`config.mk`:
```
export PLATFORM = sky130hd
export DESIGN_NAME = i2d_lane
export DESIGN_NICKNAME = d
export VERILOG_FILES = /design/src/rtl/i2d_pkg.sv /design/src/rtl/i2d_lane.sv
export SDC_FILE = /design/constraint.sdc
export NUM_CORES = 1
export LEC_CHECK = 0
export ABC_AREA = 1
export BUFFER_PORTS_ARGS = -buffer_cell sky130_fd_sc_hd__buf_2
export CAP_MARGIN = 20
export CORE_AREA = 5 5 160 162
export DETAILED_ROUTE_END_ITERATION = 8
export DIE_AREA = 0 0 165 167
export PLACE_DENSITY_LB_ADDON = 0.1
export SLEW_MARGIN = 20
export SYNTH_ARGS = -nofsm -noshare
export SYNTH_HDL_FRONTEND = slang
export SYNTH_SLANG_ARGS = --single-unit
```
`constraint.sdc`:
```
create_clock -name clk -period 6.85 [get_ports clk]
set_clock_uncertainty 0.15 [all_clocks]
set_input_delay 1.37 -clock clk [delete_from_list [all_inputs] [get_ports clk]]
set_output_delay 1.37 -clock clk [all_outputs]
set_load 0.01 [all_outputs]
```
`src/rtl/i2d_pkg.sv`:
```
// shared types and constants for the int64 to binary64 converter
`default_nettype none
package i2d_pkg;
  localparam int LANES = 4;
  localparam int FRAC_BITS = 52;
  localparam logic [10:0] EXP_BIAS = 11'd1023;
  localparam logic KIND_SIGNED = 1'b0;

  typedef logic [63:0] word_t;
  typedef word_t [LANES-1:0] lanes_t;

  typedef struct packed {
    logic kind;
    lanes_t values;
  } in_item_t;

  typedef struct packed {
    lanes_t doubles;
  } out_item_t;

  // stage 1 result: sign and magnitude
  typedef struct packed {
    logic sign;
    logic [63:0] mag;
  } sm_t;

  // stage 2 result: normalized magnitude with leading one at bit 63
  typedef struct packed {
    logic sign;
    logic zero;
    logic [5:0] msb;
    logic [63:0] norm;
  } nm_t;
endpackage
`default_nettype wire

```
`src/rtl/i2d_lane.sv`:
```
// one lane: three registered steps (magnitude, normalize, round and pack)
`default_nettype none
module i2d_lane import i2d_pkg::*; (
  input  wire logic        clk,
  input  wire logic [2:0]  en,
  input  wire logic        is_signed,
  input  wire logic [63:0] raw,
  output logic [63:0]      result
);
  sm_t sm_r, sm_nxt;
  nm_t nm_r, nm_nxt;
  logic [63:0] res_r, res_nxt;

  always_comb begin
    sm_nxt.sign = is_signed & raw[63];
    sm_nxt.mag  = sm_nxt.sign ? (~raw + 64'd1) : raw;
  end

  always_comb begin
    logic [5:0] p;
    p = '0;
    for (int i = 0; i < 64; i++) begin
      if (sm_r.mag[i]) p = 6'(i);
    end
    nm_nxt.sign = sm_r.sign;
    nm_nxt.zero = (sm_r.mag == 64'd0);
    nm_nxt.msb  = p;
    nm_nxt.norm = sm_r.mag << (6'd63 - p);
  end

  always_comb begin
    logic [52:0] keep;
    logic [53:0] sum;
    logic [10:0] expo;
    logic guard, sticky, up;
    keep   = nm_r.norm[63:11];
    guard  = nm_r.norm[10];
    sticky = |nm_r.norm[9:0];
    up     = guard & (sticky | keep[0]);
    sum    = {1'b0, keep} + 54'(up);
    expo   = EXP_BIAS + 11'(nm_r.msb);
    // carry out of rounding bumps the exponent, fraction is then zero
    if (sum[53]) expo = expo + 11'd1;
    res_nxt = nm_r.zero ? 64'd0 : {nm_r.sign, expo, sum[51:0]};
  end

  always_ff @(posedge clk) begin
    if (en[0]) sm_r <= sm_nxt;
    if (en[1]) nm_r <= nm_nxt;
    if (en[2]) res_r <= res_nxt;
  end

  assign result = res_r;
endmodule
`default_nettype wire

```
==> metrics <==
post-CTS sizing 0; TritonCTS buffer count 22; Slew Limit Fails 0; cell area after synthesis 0.0142 sq mm; GRT Total Usage 0.295; Die Area 0.0276 sq mm; Vert. Die Dim 167 um; Hold Fails Final Rpt 0; Die Span X 165 um; floorplan row count 57; Final ANT Viol Nets 0; hold depth 0; Crit Reg-Reg Endpoint nm_r[55]; final worst-path cycle share 0.828; layout cells sized above 1 0.106; PortBufs 132; CTS H-tree lvls 1; slowest stage delay, CP 0.56 ns; worst-case reg-to-reg path depth 69; Post-route DRC 0; HP Class flop to flop; Crit. End Element flop; Synth Area per Inst 7.25 sq um; grt total ovfl 0; commonest non-fill, non-tap cells in the layout 536 x nand3_1, 453 x nand2_1, 201 x edfxtp_1; CTS clk-pin slew, worst paths 0.06 ns; Worst Hold Endpoint nm_r[71]; Critical Path Source Type flop; post-CTS setup buffer count 0; outcome complete, no violations; initial antenna violation count 0; Placer Congestion 0.959; largest net degree at the start of global routing 75; hpwl dp 30,900 um; Root Buffer clkbuf_16; Netlist cell types 41; Max Cap Violations 0; Min-Delay Startpoint nm_nxt[71]; slew of the pin with the lowest slew margin 1.03 ns; cts hold-fix bufs 0; CTS tree built; setup TNS 0 ns; vias per cell 5.84; min Tclk post-route 5.67 ns; unrepaired setup endpoints after global routing no; Initial Util 0.594; Crit Path Class flop to flop; commonest non-fill, non-tap cell in the layout nand3_1; synthesized instance count 1,963; net count of the mapped netlist 2,035; Skew-Pair Late Insertion Delay 0.51 ns; Max FO, Critical Path 71; critical path's top delay family simple AND/OR/NAND/NOR gates; peak supply drop 0.000185 V; Post-Place Cell Area 0.0151 sq mm; Synth warnings 0; worst rel slew slack 0.315; Core Footprint 0.0240 sq mm; drt total wl 41,000 um; PwrDens 253 mW/mm^2; clock buffer depth 3; Finish-stage setup viols 0; WP buf/inv 2; critical path required time 6.95 ns; critical path arrival 5.77 ns; global-route wire length before repair 65,600 um; Final Instance Area 0.0159 sq mm; First-pass DRT Iterations 6; WL per Instance 17.2 um; worst reg2reg startpoint sm_r[2]; number of DRC markers in iteration 0 1,680; maximum operating frequency 176 MHz; slowest cell on the critical path buf_4; R2R setup slack 1.18 ns; most frequent CP cell nand2_1; via count 13.9k; register area share after synthesis 0.424; n_diodes 0; Clock Sinks 201; nets 2,118; Leak 7.02 nW; vias in the first global route 12.7k; Ports 133; Synth Register Bits 201; Area Overhead vs Synth 11.5%
cells by family after synthesis:
kind of cell,count (synthesis),share of synthesized area
flops,201,0.424
fa+ha+maj,3,0.00264
xor+xnor,64,0.0394
compound gates,136,0.0529
simple gates,1260,0.398
buf+inv,299,0.0830
cell usage after synthesis:
master | number | area share
buf_4 | 1 | 0.00053
nor4_2 | 1 | 0.00088
buf_6 | 6 | 0.0047
a21boi_0 | 2 | 0.0011
clkinv_1 | 2 | 0.00053
a21oi_1 | 63 | 0.022
nor2_1 | 152 | 0.040
o21ai_1 | 2 | 0.00070
o41ai_1 | 2 | 0.0012
a31oi_1 | 6 | 0.0026
a21o_1 | 1 | 0.00053
nand2_4 | 1 | 0.00079
xor2_1 | 35 | 0.022
buf_1 | 18 | 0.0047
nand3b_1 | 2 | 0.0011
edfxtp_1 | 201 | 0.42
or4_1 | 2 | 0.0011
nand3_1 | 536 | 0.19
o211ai_1 | 1 | 0.00053
nand2_2 | 3 | 0.0013
and3_1 | 4 | 0.0018
nor2_2 | 5 | 0.0022
inv_1 | 196 | 0.052
nor4_1 | 24 | 0.011
clkbuf_1 | 60 | 0.016
nand2_1 | 455 | 0.12
o311ai_0 | 2 | 0.0012
inv_2 | 8 | 0.0021
a211oi_1 | 4 | 0.0021
nor3_1 | 45 | 0.016
buf_2 | 8 | 0.0028
o21bai_1 | 1 | 0.00053
ha_1 | 3 | 0.0026
a221oi_1 | 1 | 0.00062
a41oi_1 | 1 | 0.00062
o21a_1 | 8 | 0.0042
nand4_1 | 21 | 0.0092
xnor2_1 | 29 | 0.018
nor3b_1 | 4 | 0.0021
or2_2 | 5 | 0.0022
o21ai_0 | 42 | 0.015
per-layer routing:
layer | vias up | routed length, um | global-route usage
li1 | 6863 | - | -
met1 | 6312 | 17100 | 0.421
met2 | 634 | 18400 | 0.447
met3 | 111 | 3430 | 0.0405
met4 | 0 | 2160 | 0.136
met5 | - | 0 | 0
per-stage QoR:
| stage | worst slack, ns | util | instances | hold slack, ns | total power, W |
|---|---|---|---|---|---|
| after floorplan | 2.06 | - | 1963 | 0.250 | 0.00242 |
| after global placement | 1.34 | 0.629 | 2344 | 0.252 | 0.00279 |
| after detailed placement | 1.33 | 0.629 | 2344 | 0.267 | 0.00281 |
| after CTS | 1.30 | 0.660 | 2383 | 0.282 | 0.00401 |
| after global routing | 0.488 | 0.662 | 2385 | 0.299 | 0.00424 |
| final | 1.18 | 0.662 | 2385 | 0.277 | 0.00402 |
flip-flops by register name (all words and copies together) (netlist names):
| register | cells |
|---|---|
| nm_nxt | 1 |
| sm_r | 64 |
| result | 64 |
| nm_r | 72 |
cell type report:
type                    count  area, sq um
repair buffers            152          851
well taps                 324          405
fillers                  2126         8100
multi-input cells        1463         7050
clock buffers              24          579
inverters                 206          773
flip-flops and latches    201         6040
clock inverters            15          169
worst max-delay path by stage:
stage	startpoint	endpoint	slack, ns	cells past startpoint
after floorplan	raw[1]	sm_r[62]	2.06	21
after global placement	raw[0]	sm_r[62]	1.34	22
after detailed placement	raw[0]	sm_r[62]	1.33	22
after CTS	sm_r[2]	nm_r[27]	1.30	69
after global routing	sm_r[2]	nm_r[27]	0.49	69
final	sm_r[2]	nm_r[55]	1.18	69
power breakdown:
part           switching, W  total, W  internal, W
clock network      0.000475   0.00120     0.000728
registers          0.000102   0.00167      0.00156
logic              0.000796   0.00115     0.000355
No activity file was read; power rests on OpenSTA's default activity.
