## src/rtl/i2d_ctrl.sv

```systemverilog
// stage valid bits and stall control for the three-step pipeline
`default_nettype none
module i2d_ctrl (
  input  wire logic       clk,
  input  wire logic       rst_n,
  input  wire logic       in_valid,
  output logic            in_ready,
  output logic            out_valid,
  input  wire logic       out_ready,
  output logic [2:0]      en
);
  logic [2:0] vld_r, vld_nxt;
  logic [2:0] adv;

  always_comb begin
    adv[2] = !vld_r[2] || out_ready;
    adv[1] = !vld_r[1] || adv[2];
    adv[0] = !vld_r[0] || adv[1];
    en[0] = adv[0] && in_valid;
    en[1] = adv[1] && vld_r[0];
    en[2] = adv[2] && vld_r[1];
    vld_nxt[0] = adv[0] ? in_valid : vld_r[0];
    vld_nxt[1] = adv[1] ? vld_r[0] : vld_r[1];
    vld_nxt[2] = adv[2] ? vld_r[1] : vld_r[2];
  end

  always_ff @(posedge clk) begin
    if (!rst_n) vld_r <= '0;
    else        vld_r <= vld_nxt;
  end

  assign in_ready  = adv[0];
  assign out_valid = vld_r[2];
endmodule
`default_nettype wire

```

## config.mk

```make
export PLATFORM = sky130hd
export DESIGN_NAME = i2d_ctrl
export DESIGN_NICKNAME = d
export VERILOG_FILES = /design/src/rtl/i2d_ctrl.sv
export SDC_FILE = /design/constraint.sdc
export NUM_CORES = 1
export LEC_CHECK = 0
export BUFFER_PORTS_ARGS = -buffer_cell sky130_fd_sc_hd__buf_2
export CORE_AREA = 2 2 39 41
export DETAILED_ROUTE_END_ITERATION = 6
export DIE_AREA = 0 0 41 43
export PLACE_DENSITY = 0.3
export SLEW_MARGIN = 15
export SYNTH_ARGS = -nofsm -noshare
export SYNTH_HDL_FRONTEND = slang
export SYNTH_SLANG_ARGS = --single-unit
```

## constraint.sdc

```tcl
create_clock -name clk -period 1.39 [get_ports clk]
set_input_delay 0.139 -clock clk [delete_from_list [all_inputs] [get_ports clk]]
set_output_delay 0.139 -clock clk [all_outputs]
set_load 0.01 [all_outputs]
```

==> out/results.ini, run 1 <==
[setup_path]
cp_max_fo = 4
worstPathArrival_ps = 1040
required_ps = 1250
worst_setup_path_end_kind = primary output
reg2reg_depth = 2
crit_type = reg2out
worst_setup_path_start_kind = flop

[synth]
synth_edf_count = 0
synthTopCellsByCount = dfxtp_1 (3), nor2b_1 (3), o21a_1 (2)
synth_nets = 17
ys_ff_latch = 3
yosysWarnings = 0
yosys.area.top_type_share_pct = 43.6
async_flop_share_pct = 0
synth_ff_type = dfxtp_1
ys_seq_area_share_pct = 43.6
yosysUniqueCellTypes = 8
netlist_instances = 13
synth_area_leaders = dfxtp_1 (44%), nor2b_1 (14%), nand4b_2 (11%)
synth_area_sq_um = 138
avgSynthCellArea_sq_um = 10.6
synth_area_leader_cell = dfxtp_1

[pwr]
leakagePower_nw = 0.123
p_per_area_mw_per_mm2 = 1180
irDropWorstVdd_uv = 158
power.total_mw = 0.264

[drt]
wirelength_microns = 300
first_pass_iters = 2
drt.antenna.violating_nets = 0
drc_errors = 0
drt_iter0_markers = 4
wl_per_cell_microns = 7.32
via_per_inst = 3.20
vias = 131

[cts]
cts.sinks = 3
clkTransAtPathRegs_ps = 30
root_buffer = clkbuf_4
cts.repair.resized = 0
post_cts_buffers = 0
cts_tree = yes
postCtsHoldBufs = 0
clock_latency_ps = 230
htree_levels = 1
cts.path.max_buffers = 2
cts_buffers = 3

[sta]
drv_slew = 0
finalCritPeriodShare_pct = 84.8
fin_worst_skew_ps = 3.33
fin_crit_ps = 1180
setup_viol = 0
hold_violations = 0
relSlewSlack_pct = 90.3
setup_slack_ps = 211
worst_pin_slew_ps = 146
rsz0062_at_grt = no
final.setup.tns_ps = 0
max_freq_mhz = 848

[grt]
top_usage_layer = met4
gr-usage-met3_pct = 3.14
grt_usage_pct = 4.60
met1_usage_pct = 4.14
first_global_vias = 122
gr-total-overflow = 0
grt_pass1_wl_microns = 469
antenna_found_initial = 0
use_met2_pct = 5.63
grt_max_degree = 5

[run_status]
status = completed

[floorplan]
coreArea_sq_mm = 0.00138
die_x_microns = 41
rows = 14
fp.dieH_microns = 43
die_area_sq_mm = 0.00176
pin_count = 9
start_util_pct = 9.95

[cells_and_area]
antenna_cells = 0
regArea_sq_um = 60.1
fill_cells = 157
drive_above_1_share_pct = 52.0
multi_input_area_sq_um = 73.8
largest_reg_flops = 3
fin_util_pct = 16.2
reg_top3 = vld_r (3)
largest_register = vld_r
nets = 30
syn_to_final_growth_pct = 62.7

[placed_design]
finalWeightedCongestion = 0.534
dp_slack_ps = 440
dp.final_hpwl_microns = 262
portBuffers = 8

[flow_run]
max-cap-violations = 0

[hold_path]
whs_path_depth = 2
min_path_type = in2reg

==> where the power goes <==
part	switching (mW)	leakage [nW]	internal, mW
Clock	0.0399	0.0150	0.107
Combinational	0.00994	0.0829	0.0126
Sequential	0.00392	0.0247	0.0906
Total	0.0537	0.123	0.210
==> critical path: stages (launching register included) <==
cell,delay (ps)
dfxtp_1,320
and3b_1,210
a21oi_1,140
buf_2,140
==> metrics by stage <==
stage	hold WS, ps	std cells	area, sq um
after floorplan	257	13	138
after global placement	386	37	198
after detailed placement	389	37	198
after CTS	153	41	224
after global routing	142	41	224
final	154	41	224
==> kinds of logic (layout without fill, tap and decap cells) <==
logic type	Yosys count	count (layout)	share of synthesized area [%]
AO/OA/AOI/OAI	4	4	22.7
buffers and inverters	1	13	2.72
flip-flops	3	3	43.6
AND/OR/NAND/NOR	5	5	30.9
==> final timing paths <==
| check | startpoint | end | slack (ps) |
|---|---|---|---|
| max | vld_r[2]$_SDFFE_PN0P_ | en[0] | 210 |
| min | rst_n | vld_r[2]$_SDFFE_PN0P_ | 150 |
| max reg2reg | vld_r[2]$_SDFFE_PN0P_ | vld_r[1]$_SDFFE_PN0P_ | 580 |
| min reg2reg | vld_r[1]$_SDFFE_PN0P_ | vld_r[2]$_SDFFE_PN0P_ | 520 |
==> layout make-up <==
cell class | count | area share, %
flip-flops and latches | 3 | 26.8
inverters | 1 | 1.68
clock buffers | 4 | 11.7
multi-input cells | 9 | 33.0
repair buffers | 8 | 17.9
well taps | 16 | 8.94
==> routing by layer <==
layer  share of wire [%]  vias to the layer above
met5                   0                        -
met4                   0                        0
met3                 6.0                        0
met2                  61                        5
met1                  33                       57
li1                    -                       69
==> cell usage in the layout, fill, tap and decap left out <==
master,count
nor2b_1,3
inv_1,1
dfxtp_1,3
a21boi_2,1
nand4b_2,1
a21oi_1,1
o21a_1,2
clkbuf_1,1
buf_2,8
and3b_1,1
clkbuf_4,3
(Power assumes the default switching activity.)
==> run 2, diff against run 1 <==
==> constraint.sdc (replaced) <==
create_clock -name clk -period 1.1 [get_ports clk]
set_input_delay 0.11 -clock clk [delete_from_list [all_inputs] [get_ports clk]]
set_output_delay 0.11 -clock clk [all_outputs]
set_load 0.01 [all_outputs]
==> out/results.ini, run 2 (same netlist as run 1, synthesis figures left out) <==
[cells_and_area]
fill_cells = 162  ; +3.2%
final_common_cell = buf_2
reg_top3 = vld_r (3)
largest_reg_flops = 3  ; unchanged
nets = 32  ; +6.7%
drive_above_1_share_pct = 70.4  ; +18 points
final_cell_mix = buf_2 (8), nor2b_1 (3), clkbuf_4 (3)
finalNonFillerCells = 43  ; +4.9%
largest_register = vld_r
syn_to_final_growth_pct = 79.1
post-route-cell-area_sq_um = 246  ; +10%
antenna_cells = 0  ; unchanged

[hold_path]
hold_path_end = vld_r[1]$_SDFFE_PN0P_
whs_path_depth = 2  ; unchanged
min_path_type = in2reg
hp-start = rst_n

[floorplan]
fp.dieH_microns = 43  ; unchanged
start_util_pct = 9.95  ; unchanged
pin_count = 9  ; unchanged
rows = 14  ; unchanged
die_area_sq_mm = 0.00176  ; unchanged
die_x_microns = 41  ; unchanged
coreArea_sq_mm = 0.00138  ; unchanged

[pwr]
irDropWorstVdd_uv = 172  ; +8.8%
leakagePower_nw = 0.134  ; +9.0%
p_per_area_mw_per_mm2 = 1390  ; +18%

[drt]
vias = 144  ; +9.9%
drt_iter0_markers = 3  ; -1
drt.antenna.violating_nets = 0  ; unchanged
first_pass_iters = 2  ; unchanged
drc_errors = 0  ; unchanged
via_per_inst = 3.35  ; +4.8%
wl_per_cell_microns = 8.07  ; +10%
wirelength_microns = 347  ; +16%

[sta]
worst_pin_slew_ps = 164  ; +18.5 ps
setup_slack_ps = -30.3  ; -241 ps
relSlewSlack_pct = 89.0  ; -1.2 points
rsz0062_at_grt = yes
drv_slew = 0  ; unchanged
finalCritPeriodShare_pct = 103
fin_crit_ps = 1130
fin_worst_skew_ps = 3.44  ; +0.110 ps
hold_slack_ps = 113  ; -40.7 ps
hold_violations = 0  ; unchanged
max_freq_mhz = 885
setup_viol = 2  ; +2

[grt]
grt_max_degree = 5  ; unchanged
gr-total-overflow = 0  ; unchanged
first_global_vias = 143  ; +17%
grt_usage_pct = 5.00  ; +0.40 points
antenna_found_initial = 0  ; unchanged
grt_pass1_wl_microns = 531  ; +13%

[setup_path]
reg2reg_from = vld_r[1]$_SDFFE_PN0P_
r2r_end = vld_r[1]$_SDFFE_PN0P_
cp_max_fo = 3  ; -1
required_ps = 990  ; -260 ps
worstPathArrival_ps = 1020  ; -20 ps
worst_setup_path_end_kind = primary output
crit_type = reg2out
reg2reg_depth = 2  ; unchanged
reg2reg_slack_ps = 290  ; -290 ps
worst_setup_path_start_kind = flop

[cts]
postCtsHoldBufs = 0  ; unchanged
clock_latency_ps = 230  ; about the same
cts.path.max_buffers = 2  ; unchanged
clkTransAtPathRegs_ps = 40  ; about the same
cts_tree = yes
cts.sinks = 3  ; unchanged
htree_levels = 1  ; unchanged
root_buffer = clkbuf_4
cts_buffers = 3  ; unchanged

[flow_run]
max-cap-violations = 0  ; unchanged

[run_status]
status = complete, but fails checks
violations = setup timing

[placed_design]
dp.cells = 37  ; unchanged
portBuffers = 8  ; unchanged
finalWeightedCongestion = 0.500  ; -6.2%
dp.final_hpwl_microns = 271  ; +3.3%
placed_cell_area_sq_um = 198  ; unchanged

==> run 2: cell count changes in the layout (fill, tap and decap cells not counted) <==
cell	before	now
dfxtp_2	0	2
a21oi_2	0	1
and3b_1	1	0
buf_4	0	2
a21oi_1	1	0
and3b_2	0	1
dfxtp_1	3	1
==> run 2: final cells by class <==
class	count	area (sq um)	area share (%)
Clock buffer	4	26.3	10.7
Sequential cell	3	62.6	25.4
Multi-Input combinational cell	9	78.8	32.0
Inverter	1	3.75	1.52
Timing Repair Buffer	10	55.1	22.3
Tap cell	16	20.0	8.12
==> run 2: worst max-delay path by stage <==
stage / startpoint / to / slack, ps / cells past startpoint
3_5_place_dp: vld_r[2]$_SDFFE_PN0P_ / en[0] / 160 / 3
4_1_cts: vld_r[1]$_SDFFE_PN0P_ / en[0] / -50 / 3
3_3_place_gp: vld_r[1]$_SDFFE_PN0P_ / en[0] / 190 / 3
2_1_floorplan: vld_r[2]$_SDFFE_PN0P_ / en[0] / 210 / 2
5_1_grt: vld_r[2]$_SDFFE_PN0P_ / en[0] / -80 / 3
6_report: vld_r[1]$_SDFFE_PN0P_ / en[0] / -30 / 3
==> run 2: power breakdown <==
group	total (mW)	switching (mW)	internal (mW)	leakage, nW
combinational	0.0345	0.0149	0.0196	0.0930
sequential	0.119	0.00434	0.115	0.0255
clock	0.188	0.0526	0.136	0.0150
==> run 2: repair_timing <==
action | in CTS | in global routing
pin swaps | 2 | 0
resized for setup | 4 | 0
setup buffers | 2 | 0
endpoints found under the setup margin | 3 | 4
==> run 2: critical path, stage by stage (launching register included) <==
cell,delay (ps)
dfxtp_2,310
and3b_2,230
a21oi_2,120
buf_2,140
==> run 2: per-layer routing <==
layer	up-vias	track usage (%)	part of all wire, %
met2	5	7.81	61
met1	65	3.17	33
met5	-	0	0
met3	0	1.57	5.5
li1	74	-	-
met4	0	8.00	0
==> run 2: metrics by stage <==
step	power [mW]	TNS [ps]	setup WS (ps)	utilization, %
final	0.342	-45.5	-30.3	17.8
after global routing	0.368	-174	-75.4	17.8
after CTS	0.357	-81.6	-49.5	17.8
after detailed placement	0.150	0	163	14.3
after global placement	0.150	0	186	14.3
after floorplan	0.135	0	208	-
==> run 3, diff against run 2 <==
--- a/config.mk
+++ b/config.mk
@@ -5,10 +5,11 @@
 export SDC_FILE = /design/constraint.sdc
 export NUM_CORES = 1
 export LEC_CHECK = 0
-export BUFFER_PORTS_ARGS = -buffer_cell sky130_fd_sc_hd__buf_2
 export CORE_AREA = 2 2 39 41
+export CTS_BUF_LIST = sky130_fd_sc_hd__clkbuf_8
 export DETAILED_ROUTE_END_ITERATION = 6
 export DIE_AREA = 0 0 41 43
+export DONT_BUFFER_PORTS = 1
 export PLACE_DENSITY = 0.3
 export SLEW_MARGIN = 15
 export SYNTH_ARGS = -nofsm -noshare
==> out/results.ini, run 3 (same netlist as run 1, synthesis figures left out) <==
[cells_and_area]
final_cell_mix = clkbuf_8 (3), inv_1 (2), nor2b_1 (2), o21a_1 (2), dfxtp_1 (2)
largest_reg_flops = 3  ; unchanged
drive_above_1_share_pct = 52.9  ; -17 points
reg_top3 = vld_r (3)
final_common_cell = clkbuf_8
fin_util_pct = 16.2  ; -1.6 points
largest_register = vld_r
nets = 22  ; -31%
antenna_cells = 0  ; unchanged
syn_to_final_growth_pct = 62.7

[cts]
cts.path.max_buffers = 2  ; unchanged
htree_levels = 1  ; unchanged
clkTransAtPathRegs_ps = 30  ; about the same
postCtsHoldBufs = 0  ; unchanged
cts_tree = yes
post_cts_buffers = 0  ; -2
cts_buffers = 3  ; unchanged
cts.sinks = 3  ; unchanged
root_buffer = clkbuf_8
clock_latency_ps = 210  ; -20 ps

[drt]
via_per_inst = 3.24  ; -3.2%
drt.antenna.violating_nets = 0  ; unchanged
wl_per_cell_microns = 10.1  ; +25%
first_pass_iters = 1  ; -1
drt_iter0_markers = 0  ; -3
drc_errors = 0  ; unchanged
vias = 107  ; -26%
wirelength_microns = 332  ; -4.3%

[floorplan]
pin_count = 9  ; unchanged
die_x_microns = 41  ; unchanged
die_area_sq_mm = 0.00176  ; unchanged
start_util_pct = 9.95  ; unchanged
fp.dieH_microns = 43  ; unchanged
rows = 14  ; unchanged
coreArea_sq_mm = 0.00138  ; unchanged

[run_status]
status = completed

[pwr]
leakagePower_nw = 0.106  ; -21%
p_per_area_mw_per_mm2 = 2010  ; +45%
power.total_mw = 0.450  ; +32%
irDropWorstVdd_uv = 262  ; +53%

[grt]
first_global_vias = 117  ; -18%
grt_max_degree = 5  ; unchanged
grt_pass1_wl_microns = 462  ; -13%
antenna_found_initial = 0  ; unchanged
gr-total-overflow = 0  ; unchanged
grt_usage_pct = 5.21  ; +0.21 points

[sta]
final.setup.tns_ps = 0  ; +45.5 ps
setup_viol = 0  ; -2
max_freq_mhz = 922  ; +4.3%
worst_pin_slew_ps = 226  ; +62.2 ps
drv_slew = 0  ; unchanged
rsz0062_at_grt = yes
finalCritPeriodShare_pct = 98.6  ; -4.2 points
hold_violations = 0  ; unchanged
fin_crit_ps = 1080  ; -46.1 ps
relSlewSlack_pct = 84.9  ; -4.2 points
fin_worst_skew_ps = 1.11  ; -2.32 ps

[setup_path]
worst_setup_path_start_kind = flop
cp_max_fo = 4  ; +1
worst_setup_path_end_kind = primary output
required_ps = 990  ; about the same
crit_type = reg2out
worstPathArrival_ps = 970  ; -50 ps

[placed_design]
finalWeightedCongestion = 0.464  ; -7.4%
portBuffers = 0  ; -8

[flow_run]
max-cap-violations = 0  ; unchanged

[hold_path]
min_path_type = in2reg

## run 3: cell count changes in the layout (fill, tap and decap cells not counted)
cell and delta:
nor2b_1 -1, dfxtp_2 -1, clkbuf_8 +3, clkbuf_1 -1
dfxtp_1 +1, buf_4 -2, clkbuf_4 -3, buf_2 -8
a21oi_4 +1, nor2b_4 +1, inv_1 +1, a21oi_2 -1
## run 3: final cells by class
type                    instances  area [sq um]
clock inverters                 1          3.75
flip-flops and latches          3          61.3
clock buffers                   3          41.3
fillers                       162          1160
inverters                       1          3.75
well taps                      16          20.0
multi-input cells               9          93.8
## run 3: routing by layer
| layer | share of wire, % | track usage (%) |
|---|---|---|
| met1 | 26 | 3.19 |
| met2 | 60 | 6.56 |
| met3 | 9.0 | 1.57 |
| met4 | 4.2 | 12.0 |
| met5 | 0 | 0 |
## run 3: metrics by stage
step           hold slack, ps  instances  worst slack [ps]  cell area [sq um]
2_1_floorplan             228         13               208                138
3_3_place_gp              230         29               137                158
3_5_place_dp              233         29               145                158
4_1_cts                  6.39         33              15.5                224
5_1_grt                  6.43         33             -13.2                224
6_report                 12.2         33              15.8                224
## run 3: worst paths after layout
| kind | slack [ps] | cells after the start | endpoint | start |
|---|---|---|---|---|
| max | 20 | 2 | en[0] | vld_r[2]$_SDFFE_PN0P_ |
| min reg2reg | 540 | 1 | vld_r[2]$_SDFFE_PN0P_ | vld_r[1]$_SDFFE_PN0P_ |
| min | 10 | 1 | vld_r[2]$_SDFFE_PN0P_ | rst_n |
| max reg2reg | 220 | 2 | vld_r[1]$_SDFFE_PN0P_ | vld_r[2]$_SDFFE_PN0P_ |
## run 3: timing repair
action | CTS | global route
pin swaps | 2 | 1
gates resized for setup | 6 | 0
setup endpoints to repair | 2 | 2
## run 3: critical path, cell delays in order (launching register included)
cell and delay, ps:
dfxtp_2 340, and3b_2 260, a21oi_4 160
## run 3: power by group
group	leakage (nW)	switching, mW	internal [mW]
registers	0.0252	0.00725	0.115
clock network	0.0269	0.0711	0.237
logic	0.0536	0.00860	0.0109
total	0.106	0.0869	0.363
